===== src/hw/rtl/pcrn_pkg.sv =====
// shared types, request codes and contract constants for the contract negotiator
package pcrn_pkg;

   // request codes
   localparam logic [7:0] REQ_END       = 8'h00;
   localparam logic [7:0] REQ_REPING    = 8'h05;
   localparam logic [7:0] REQ_CHARGE    = 8'h07;
   localparam logic [7:0] REQ_FREQ      = 8'hF0;
   localparam logic [7:0] REQ_POWER     = 8'hF3;
   localparam logic [7:0] REQ_CPING_LO  = 8'hF5;
   localparam logic [7:0] REQ_PROFILE   = 8'hF6;
   localparam logic [7:0] REQ_CPING_HI  = 8'hF7;
   localparam logic [7:0] REQ_CDET      = 8'hF8;

   // configuration register indexes
   localparam logic [1:0] CSR_QI_VERSION = 2'd0;
   localparam logic [1:0] CSR_CHARGE_MIN = 2'd1;
   localparam logic [1:0] CSR_CHARGE_MAX = 2'd2;

   // limits
   localparam logic [7:0] QI_VERSION_MIN   = 8'h21;
   localparam logic [7:0] POWER_MAX        = 8'd150;
   localparam logic [5:0] REPING_MASK_BITS = 6'h3F;

   // configuration reset values
   localparam logic [7:0] QI_VERSION_RST = 8'h21;
   localparam logic [7:0] CHARGE_MIN_RST = 8'd0;
   localparam logic [7:0] CHARGE_MAX_RST = 8'd255;

   typedef enum logic [1:0] {
      RSP_ACK = 2'd0,
      RSP_NAK = 2'd1,
      RSP_ND  = 2'd2
   } rsp_code_type;

   typedef struct packed {
      logic [9:0] cping;
      logic [7:0] cdet;
      logic       profile;
      logic [7:0] power;
      logic       freq;
      logic [7:0] charge;
      logic [7:0] reping;
   } contract_type;

   localparam contract_type CONTRACT_RST = '{
      cping:   10'd5,
      cdet:    8'd0,
      profile: 1'b0,
      power:   8'd50,
      freq:    1'b0,
      charge:  8'd5,
      reping:  8'd5
   };

   typedef struct packed {
      rsp_code_type response;
      logic         ended;
      contract_type committed;
   } result_type;

endpackage


===== src/hw/rtl/pcrn_in_reg.sv =====
// input register stage holding one accepted request item
module pcrn_in_reg import pcrn_pkg::*; (
   input  logic       clock,
   input  logic       reset,
   input  logic       in_valid,
   output logic       in_ready,
   input  logic [7:0] in_code,
   input  logic [7:0] in_param,
   input  logic       advance,
   output logic       held_valid,
   output logic [7:0] held_code,
   output logic [7:0] held_param
);

   logic       valid_ff, valid_in;
   logic [7:0] code_ff, code_in;
   logic [7:0] param_ff, param_in;
   logic       take;

   // free when empty or when the held item moves on this cycle
   assign in_ready = !valid_ff || advance;
   assign take     = in_valid && in_ready;

   always_comb begin
      valid_in = valid_ff;
      code_in  = code_ff;
      param_in = param_ff;
      if (take) begin
         valid_in = 1'b1;
         code_in  = in_code;
         param_in = in_param;
      end else if (advance) begin
         valid_in = 1'b0;
      end
   end

   always_ff @(posedge clock) begin
      if (reset) begin
         valid_ff <= 1'b0;
      end else begin
         valid_ff <= valid_in;
      end
      code_ff  <= code_in;
      param_ff <= param_in;
   end

   assign held_valid = valid_ff;
   assign held_code  = code_ff;
   assign held_param = param_ff;

endmodule


===== src/hw/rtl/pcrn_core.sv =====
// contract registers, configuration registers and request evaluation
module pcrn_core import pcrn_pkg::*; (
   input  logic       clock,
   input  logic       reset,
   input  logic       csr_we,
   input  logic [1:0] csr_addr,
   input  logic [7:0] csr_wdata,
   input  logic       step,
   input  logic [7:0] code,
   input  logic [7:0] param,
   output result_type result
);

   logic [7:0]   qi_version_ff, qi_version_in;
   logic [7:0]   charge_min_ff, charge_min_in;
   logic [7:0]   charge_max_ff, charge_max_in;
   contract_type committed_ff, committed_in;
   contract_type pending_ff, pending_in;
   contract_type pending_nxt;
   contract_type committed_nxt;
   rsp_code_type response;
   logic         ended;
   logic [2:0]   field_diffs;
   logic [5:0]   reping_bits;

   // configuration writes
   always_comb begin
      qi_version_in = qi_version_ff;
      charge_min_in = charge_min_ff;
      charge_max_in = charge_max_ff;
      if (csr_we) begin
         case (csr_addr)
            CSR_QI_VERSION: qi_version_in = csr_wdata;
            CSR_CHARGE_MIN: charge_min_in = csr_wdata;
            CSR_CHARGE_MAX: charge_max_in = csr_wdata;
            default: ;
         endcase
      end
   end

   // number of pending fields differing from the committed contract
   always_comb begin
      field_diffs = 3'd0;
      field_diffs = field_diffs + {2'd0, committed_ff.reping  != pending_ff.reping};
      field_diffs = field_diffs + {2'd0, committed_ff.charge  != pending_ff.charge};
      field_diffs = field_diffs + {2'd0, committed_ff.freq    != pending_ff.freq};
      field_diffs = field_diffs + {2'd0, committed_ff.power   != pending_ff.power};
      field_diffs = field_diffs + {2'd0, committed_ff.profile != pending_ff.profile};
      field_diffs = field_diffs + {2'd0, committed_ff.cdet    != pending_ff.cdet};
      field_diffs = field_diffs + {2'd0, committed_ff.cping   != pending_ff.cping};
   end

   assign reping_bits = param[5:0] & REPING_MASK_BITS;

   // request decode and contract update
   always_comb begin
      pending_nxt   = pending_ff;
      committed_nxt = committed_ff;
      response      = RSP_ND;
      ended         = 1'b0;
      case (code)
         REQ_END: begin
            if (param == {5'd0, field_diffs}) begin
               committed_nxt = pending_ff;
               response      = RSP_ACK;
               ended         = 1'b1;
            end else begin
               pending_nxt = committed_ff;
               response    = RSP_NAK;
            end
         end
         REQ_REPING: begin
            // times 200 over 100 is a doubling
            if (reping_bits != 6'd0) begin
               pending_nxt.reping = {1'b0, reping_bits, 1'b0};
               response           = RSP_ACK;
            end else begin
               response = RSP_NAK;
            end
         end
         REQ_CHARGE: begin
            if (qi_version_ff >= QI_VERSION_MIN) begin
               if (param < charge_min_ff || param > charge_max_ff) begin
                  response = RSP_NAK;
               end else begin
                  pending_nxt.charge = param;
                  response           = RSP_ACK;
               end
            end
         end
         REQ_FREQ: begin
            if (param[1:0] == 2'b01) begin
               pending_nxt.freq = 1'b1;
               response         = RSP_ACK;
            end
         end
         REQ_POWER: begin
            if (param > POWER_MAX) begin
               response = RSP_NAK;
            end else begin
               pending_nxt.power = param;
               response          = RSP_ACK;
            end
         end
         REQ_CPING_LO: begin
            pending_nxt.cping = {pending_ff.cping[9:8], param};
            response          = RSP_ACK;
         end
         REQ_PROFILE: begin
            pending_nxt.profile = param[0];
            response            = RSP_ACK;
         end
         REQ_CPING_HI: begin
            pending_nxt.cping = {param[1:0], pending_ff.cping[7:0]};
            response          = RSP_ACK;
         end
         REQ_CDET: begin
            pending_nxt.cdet = param;
            response         = RSP_ACK;
         end
         default: response = RSP_ND;
      endcase
   end

   assign pending_in   = step ? pending_nxt : pending_ff;
   assign committed_in = step ? committed_nxt : committed_ff;

   always_ff @(posedge clock) begin
      if (reset) begin
         qi_version_ff <= QI_VERSION_RST;
         charge_min_ff <= CHARGE_MIN_RST;
         charge_max_ff <= CHARGE_MAX_RST;
         committed_ff  <= CONTRACT_RST;
         pending_ff    <= CONTRACT_RST;
      end else begin
         qi_version_ff <= qi_version_in;
         charge_min_ff <= charge_min_in;
         charge_max_ff <= charge_max_in;
         committed_ff  <= committed_in;
         pending_ff    <= pending_in;
      end
   end

   assign result.response  = response;
   assign result.ended     = ended;
   assign result.committed = committed_nxt;

endmodule


===== src/hw/rtl/power_contract_request_negotiator_top.sv =====
// top level of the wireless-power contract request negotiator
//
// Takes one specific request item per cycle on the req_ stream (code and
// parameter) while req_tready is high, and gives exactly one response item
// per request on the rsp_ stream. Each response carries the answer code, the
// committed contract after the request, and on rsp_tlast the flag that an
// end request was accepted and the pending contract committed.
// An item passes an input register and a result register: rsp_tvalid rises
// once the held item moves into the result register, which it does while
// that register is free or draining; a new item may enter every cycle
// while rsp_tready stays high.
// When rsp_tready is low the result register holds its item; one more
// request waits in the input register, then req_tready drops.
// The csr_ port writes receiver version and charge delay bounds; the user
// must write only while no item is in flight, the block does not enforce it.
// Reset (synchronous, active high) empties both stages, sets both
// contracts to their defaults and the configuration to its reset values.
module power_contract_request_negotiator_top import pcrn_pkg::*; (
   input  logic        clock,
   input  logic        reset,
   input  logic        req_tvalid,
   output logic        req_tready,
   input  logic [15:0] req_tdata,   // request_code [7:0], request_param [15:8]
   output logic        rsp_tvalid,
   input  logic        rsp_tready,
   output logic [47:0] rsp_tdata,   // response [1:0], reping_delay [9:2],
                                    // charge_delay [17:10], frequency_select [18],
                                    // negotiated_power [26:19], control_profile [27],
                                    // cloak_detect_delay [35:28],
                                    // cloak_ping_delay [45:36], zero [47:46]
   output logic        rsp_tlast,   // negotiation_ended
   input  logic        csr_we,
   input  logic [1:0]  csr_addr,
   input  logic [7:0]  csr_wdata
);

   logic       held_valid;
   logic [7:0] held_code;
   logic [7:0] held_param;
   logic       advance;
   result_type result;
   result_type result_ff, result_in;
   logic       out_valid_ff, out_valid_in;

   // a held item moves when the result register is free or draining
   assign advance = held_valid && (!out_valid_ff || rsp_tready);

   pcrn_in_reg u_in_reg (
      .clock      (clock),
      .reset      (reset),
      .in_valid   (req_tvalid),
      .in_ready   (req_tready),
      .in_code    (req_tdata[7:0]),
      .in_param   (req_tdata[15:8]),
      .advance    (advance),
      .held_valid (held_valid),
      .held_code  (held_code),
      .held_param (held_param)
   );

   pcrn_core u_core (
      .clock     (clock),
      .reset     (reset),
      .csr_we    (csr_we),
      .csr_addr  (csr_addr),
      .csr_wdata (csr_wdata),
      .step      (advance),
      .code      (held_code),
      .param     (held_param),
      .result    (result)
   );

   // result register
   always_comb begin
      out_valid_in = out_valid_ff;
      result_in    = result_ff;
      if (advance) begin
         out_valid_in = 1'b1;
         result_in    = result;
      end else if (rsp_tready) begin
         out_valid_in = 1'b0;
      end
   end

   always_ff @(posedge clock) begin
      if (reset) begin
         out_valid_ff <= 1'b0;
      end else begin
         out_valid_ff <= out_valid_in;
      end
      result_ff <= result_in;
   end

   assign rsp_tvalid = out_valid_ff;
   assign rsp_tlast  = result_ff.ended;
   assign rsp_tdata  = {2'b00,
                        result_ff.committed.cping,
                        result_ff.committed.cdet,
                        result_ff.committed.profile,
                        result_ff.committed.power,
                        result_ff.committed.freq,
                        result_ff.committed.charge,
                        result_ff.committed.reping,
                        result_ff.response};

endmodule


===== config.mk =====
export PLATFORM = sky130hd
export DESIGN_NAME = power_contract_request_negotiator_top
export DESIGN_NICKNAME = d
export VERILOG_FILES = /design/src/hw/rtl/pcrn_pkg.sv /design/src/hw/rtl/pcrn_in_reg.sv /design/src/hw/rtl/pcrn_core.sv /design/src/hw/rtl/power_contract_request_negotiator_top.sv
export SDC_FILE = /design/constraint.sdc
export NUM_CORES = 1
export LEC_CHECK = 0
export BUFFER_PORTS_ARGS = -buffer_cell sky130_fd_sc_hd__clkbuf_2
export CORE_ASPECT_RATIO = 0.5
export CORE_MARGIN = 1
export CORE_UTILIZATION = 55
export DETAILED_ROUTE_END_ITERATION = 8
export PLACE_DENSITY = 0.75
export SLEW_MARGIN = 20
export SYNTH_ARGS = -nofsm -noshare
export SYNTH_HDL_FRONTEND = slang
export SYNTH_SLANG_ARGS = --single-unit

===== constraint.sdc =====
create_clock -name clock -period 5.26 [get_ports clock]
set_input_delay 0.526 -clock clock [delete_from_list [all_inputs] [get_ports clock]]
set_output_delay 0.526 -clock clock [all_outputs]
set_load 0.02 [all_outputs]

# Word level (Yosys, flattened, before mapping)
# Cells that the tools add are included.
# word_totals
word_cells,125
ram_bits,0
mem_bits_ro,0
ff_bits,177
input_bits,31
latchBits,0
n_memories,0
# op_classes
reduce_logical,32
multipliers,0
muxes,26
shifts,0
n_addsub,6
bitwise,2
magnitude_cmp,4
n_eq_ne,24
n_div,0
# ops
cell,n
two-way mux 44 bit,2
case mux 8 bit (2 select lines),4
== test 8 bit (second input constant),6
two-way mux 8 bit,4
inequality test 8 bit,4
case mux 10 bit (3 select lines),1
nonzero test 2 bit,10
== test 8 x 3 -> 1 bit (second input constant),2
adder 3 x 1 -> 3 bit,5
AND reduction 3 bit,5
case mux 2 bit (6 select lines),1
two-way mux 1 bit,10
inequality test 10 bit,1
AND reduction 2 bit,5
== test 8 x 3 -> 1 bit,1
>= comparator 8 x 6 -> 1 bit (second input constant),1
> comparator 8 bit,1
> comparator 8 bit (second input constant),1
zero test 8 bit,1
< comparator 8 bit,1
inequality test 2 x 1 -> 1 bit (second input constant),3
nonzero test 6 bit,1
== test 2 x 1 -> 1 bit (second input constant),2
two-way mux 2 bit,2
12 further kinds,20

# Longest topological paths before layout
# depth
depth_word,10
ltp_mapped,19
ltp_nobuf,17

# Cells and area by module
# Synthesis repeated with hierarchy kept, for this count alone.
# hier_totals
hier_cells,860
hier_area_um2,8567.0
# by_module_without_submodules
module,area_each_um2,cells_per_inst,seq_area_each_um2,instances
pcrn_core,6546.3,784,2242.2,1
power_contract_request_negotiator_top,1485.2,55,1431.4,1
pcrn_in_reg,535.5,21,500.5,1

# Worst setup path before layout
# No wires, ideal clock.
# synth_path
path_type,reg2reg
startpoint,register u_core.pending_ff[9] (netlist name)
endpoint,"register result_ff, in the netlist rsp_tdata[0], data pin"
n_path_buf,2
setup_time_ns,0.259
path_stages_with_launch,19
slack_ns,0.630
t_arrival_ns,4.372
path_cell_list,dfxtp_1 > xor2_1 > nor4_1 > nand2_1 > ha_1 > inv_1 > fa_1 > inv_1 > fa_1 > ha_1 > inv_1 > fa_1 > xnor2_1 > or4_1 > buf_2 > o21ai_4 > buf_6 > o21ai_1 > a211o_1
# synth_rtl
element,line_no,rtl
from (decl),pcrn_core.sv:18,"contract_type pending_ff, pending_in;"
from (signal assigned),pcrn_core.sv:140,pending_ff <= pending_in;
to (signal assigned),power_contract_request_negotiator_top.sv:91,result_ff <= result_in;
to (decl),power_contract_request_negotiator_top.sv:42,"result_type result_ff, result_in;"

# Final worst setup path
# layout_path
startpoint,register u_core.pending_ff[3] (netlist name)
endpoint,register u_core.pending_ff[22] (netlist name)
# layout_via
elab_chain_len,10
# layout_lines
element,line_no,rtl
inequality test 8 bit,pcrn_core.sv:44,"field_diffs = field_diffs + {2'd0, committed_ff.reping != pending_ff.reping};"
adder 1 x 1 -> 2 bit,pcrn_core.sv:45,"field_diffs = field_diffs + {2'd0, committed_ff.charge != pending_ff.charge};"
adder 3 x 1 -> 3 bit,pcrn_core.sv:46,"field_diffs = field_diffs + {2'd0, committed_ff.freq != pending_ff.freq};"
adder 3 x 1 -> 3 bit,pcrn_core.sv:47,"field_diffs = field_diffs + {2'd0, committed_ff.power != pending_ff.power};"
adder 3 x 1 -> 3 bit,pcrn_core.sv:48,"field_diffs = field_diffs + {2'd0, committed_ff.profile != pending_ff.profile};"
adder 3 x 1 -> 3 bit,pcrn_core.sv:49,"field_diffs = field_diffs + {2'd0, committed_ff.cdet != pending_ff.cdet};"
adder 3 x 1 -> 3 bit,pcrn_core.sv:50,"field_diffs = field_diffs + {2'd0, committed_ff.cping != pending_ff.cping};"
== test 8 x 3 -> 1 bit,pcrn_core.sv:63,"if (param == {5'd0, field_diffs}) begin"
two-way mux 44 bit,n/a,
case mux 8 bit (2 select lines),n/a,
# Every way passes these cells.
# A chain may end at the register's enable or synchronous reset.

==> flow_summary.ini <==
[outcome]
result_of_the_run = finished clean

[global_route]
grt_usage_pct = 27.3
via_count_of_the_first_global_routing_pass = 6533
gr-total-overflow = 0
largest_net_degree_at_the_start_of_global_routing = 50
grt_pass1_wl_um = 33000
grt_antenna_before_repair = 0

[synthesis]
synth_seq_area_share_pct = 50.0
synth.top_cells.by_area = dfxtp_1, edfxtp_1, nand2_1
yosys.cell_types.count = 66
netlist_instances = 926
async_set_or_reset_flop_fraction_in_the_synthesized_netlist_pct = 0
synth.largest_area_cell = dfxtp_1
avg_synthesized_cell_area_um2 = 9.01
synth_top_area_share_pct = 27.3
number_of_synthesis_warnings = 0
synth_seq_cells = 177
synth_edf_count = 63
post_synth_instance_area_um2 = 8350
yosys_most_used_dff = dfxtp_1

[worst_hold_path]
worst_hold_path_type = input pin to register
holdPathStages = 1

[worst_setup_path]
crit_path_start_kind = register
regToRegSetupSlack_ns = 0.29
critical_path_class = register to register
crit_path_end_kind = register
cp_cell_sequence = xor2_1 > nor4_1 > nand2_1 > ha_1 > inv_1 > fa_1 > inv_1 > fa_1 > ha_1 > inv_1 > fa_1 > xnor2_1 > or4_1 > o21ai_4 > a21oi_2 > o22ai_1 > nand2_1
cp-endpoint = u_core.pending_ff[22]$_SDFFE_PP1P_
cp_max_fo = 12
ff2ff_path_depth = 17
slowest_delay_ns = 0.60
worst_ep_required_time_ns = 5.54
rr_startpoint = u_core.pending_ff[3]$_SDFFE_PP0P_
critPathSlowestCell = or4_1
startpoint = u_core.pending_ff[3]$_SDFFE_PP0P_
worstReg2RegEnd = u_core.pending_ff[22]$_SDFFE_PP1P_
cp.arrival_ns = 5.25

[cts]
clk_root_buffer_cell = clkbuf_16
cts_htree_levels = 4
clockBufferDepth = 2
tritoncts = built
clkSinkCount = 177
insertion_delay_ns = 0.44
hold_buffers = 0
post_cts_resize_count = 0
tritoncts.num_buffers = 17
clkTransAtPathRegs_ns = 0.07
postCtsSetupRepairBufs = 0

[placed_design]
placement.io_buffers = 79
place.gp.congestion = 0.864
dp.final_hpwl_um = 13700

[die]
die-area_um2 = 15700
core_area_um2 = 14600
die_x_um = 176
floorplan.initialDensity_pct = 57.1
placement_rows = 31
chipHeight_um = 89.1
pin_count = 82

[final_layout]
most_frequent_standard_cell_in_the_layout_excluding_fill_and_tap_cells = nand2_1
final_net_count = 1044
layout_common_cells = nand2_1, dfxtp_1, clkbuf_2
areaGrowthSynthToFinish_pct = 13.6
final_layout_size_suffix_gt1_share_pct = 14.4
antenna_cells_inserted = 0

[timing]
holdWs_ns = 0.265
worstMarginPinSlew_ns = 1.13
tns_ns = 0
timing_hold_violations_final = 0
setup_violations = 0
max_freq_ghz = 0.201
fin_worst_skew_ns = 0.0150
report.final.slew_viol_count = 0
crit_path_time_final_ns = 4.97
grt_setup_unrepaired = no
final_period_util_pct = 94.5
slew_headroom_pct = 24.2

[routing]
drt-initial-drc-count = 762
num_vias = 7081
detail_route.wl_per_cell_um = 17.3
post_drt_via_cell_ratio = 5.89
drt_drc_violations_left = 0
drt-total-wl_um = 20800
postRouteAntennaNets = 0
dr.pass1.iters = 5

[pwr]
powerDensity_nw_per_um2 = 301
ir_worst_vdd_uv = 192
power_leakage_nw = 4.00

[flow_run]
drv_cap = 0
critical path, delay by kind of cell, from the launching register on:
| family | cells | cell delay [ns] |
|---|---|---|
| fa+ha+maj | 5 | 1.98 |
| buf+inv | 3 | 0.15 |
| flops | 1 | 0.36 |
| xor+xnor | 2 | 0.33 |
| simple gates | 4 | 1.16 |
| compound gates | 3 | 0.84 |
synthesized netlist by cell type (5+ instances only):
cell type	number
a211oi_2	5
a21o_1	5
a21oi_1	65
a22oi_1	9
a2bb2oi_1	6
and3_1	5
buf_2	10
clkbuf_1	36
dfxtp_1	114
edfxtp_1	63
ha_1	18
inv_1	25
mux2i_1	23
nand2_1	260
nand3_1	37
nand4_1	5
nor2_1	45
nor2b_1	5
nor3_1	6
nor4_1	11
o211ai_1	8
o21ai_0	30
o221ai_1	8
o22ai_1	13
xnor2_1	11
xor2_1	38
cell families after synthesis:
| family | count (synthesis) | share of synthesized area [%] |
|---|---|---|
| buf+inv | 81 | 4.15 |
| xor+xnor | 49 | 5.14 |
| other cells | 1 | 0.0449 |
| compound gates | 176 | 13.7 |
| fa+ha+maj | 22 | 3.54 |
| flops | 177 | 50.0 |
| mux | 23 | 2.76 |
| simple gates | 397 | 20.7 |
where the power goes:
| part | internal, mW | total [mW] | switching [mW] |
|---|---|---|---|
| registers | 1.44 | 1.47 | 0.0311 |
| clock network | 0.670 | 1.25 | 0.576 |
| logic | 0.0467 | 0.139 | 0.0928 |
sequential cells by signal, summed over array words and instances, names as in the netlist:
| register | cells |
|---|---|
| rsp_tdata | 46 |
| u_core.committed_ff | 44 |
| u_core.pending_ff | 44 |
| u_core.charge_max_ff | 8 |
| u_core.charge_min_ff | 8 |
| u_core.qi_version_ff | 8 |
| u_in_reg.held_code | 8 |
| u_in_reg.held_param | 8 |
| rsp_tlast | 1 |
| rsp_tvalid | 1 |
| u_in_reg.held_valid | 1 |
final cells by class:
| type | count | area (um^2) |
|---|---|---|
| Clock buffer | 18 | 429 |
| Inverter | 27 | 101 |
| Tap cell | 198 | 248 |
| Clock inverter | 14 | 146 |
| Timing Repair Buffer | 100 | 553 |
| Multi-Input combinational cell | 669 | 3830 |
| Sequential cell | 177 | 4170 |
| Fill cell | 1177 | 5140 |
through the flow:
stage / power [mW] / setup slack (ns) / utilization (%) / instances / area (um^2)
finish: 2.86 / 0.290 / 64.9 / 1203 / 9480
global route: 2.94 / 0.0223 / 64.9 / 1203 / 9480
CTS: 2.87 / 0.302 / 64.9 / 1203 / 9480
detailed placement: 1.64 / 0.337 / 60.9 / 1171 / 8910
global placement: 1.64 / 0.437 / 60.9 / 1171 / 8910
floorplan: 1.58 / 0.630 / - / 927 / 8350
routing by layer:
metal  share of wire, %  global-route usage [%]  routed length (um)
met5                  0                       0                   0
met4                1.8                    10.0                 371
met2                 45                    44.9                9450
met3                8.8                    5.44                1840
met1                 44                    36.4                9150
worst min-delay path by stage:
stage | slack (ns) | end | startpoint
after global placement | 0.47 | u_core.qi_version_ff[5]$_SDFFE_PP1P_ | u_core.qi_version_ff[5]$_SDFFE_PP1P_
after global routing | 0.25 | u_in_reg.held_param[7]$_DFFE_PP_ | req_tdata[15]
after detailed placement | 0.48 | u_core.qi_version_ff[5]$_SDFFE_PP1P_ | u_core.qi_version_ff[5]$_SDFFE_PP1P_
after CTS | 0.26 | u_in_reg.held_param[4]$_DFFE_PP_ | req_tdata[12]
final | 0.27 | u_in_reg.held_param[2]$_DFFE_PP_ | req_tdata[10]
after floorplan | 0.44 | u_core.qi_version_ff[0]$_SDFFE_PP1P_ | u_core.qi_version_ff[0]$_SDFFE_PP1P_
Note: power is estimated with default switching activity, not from simulation.
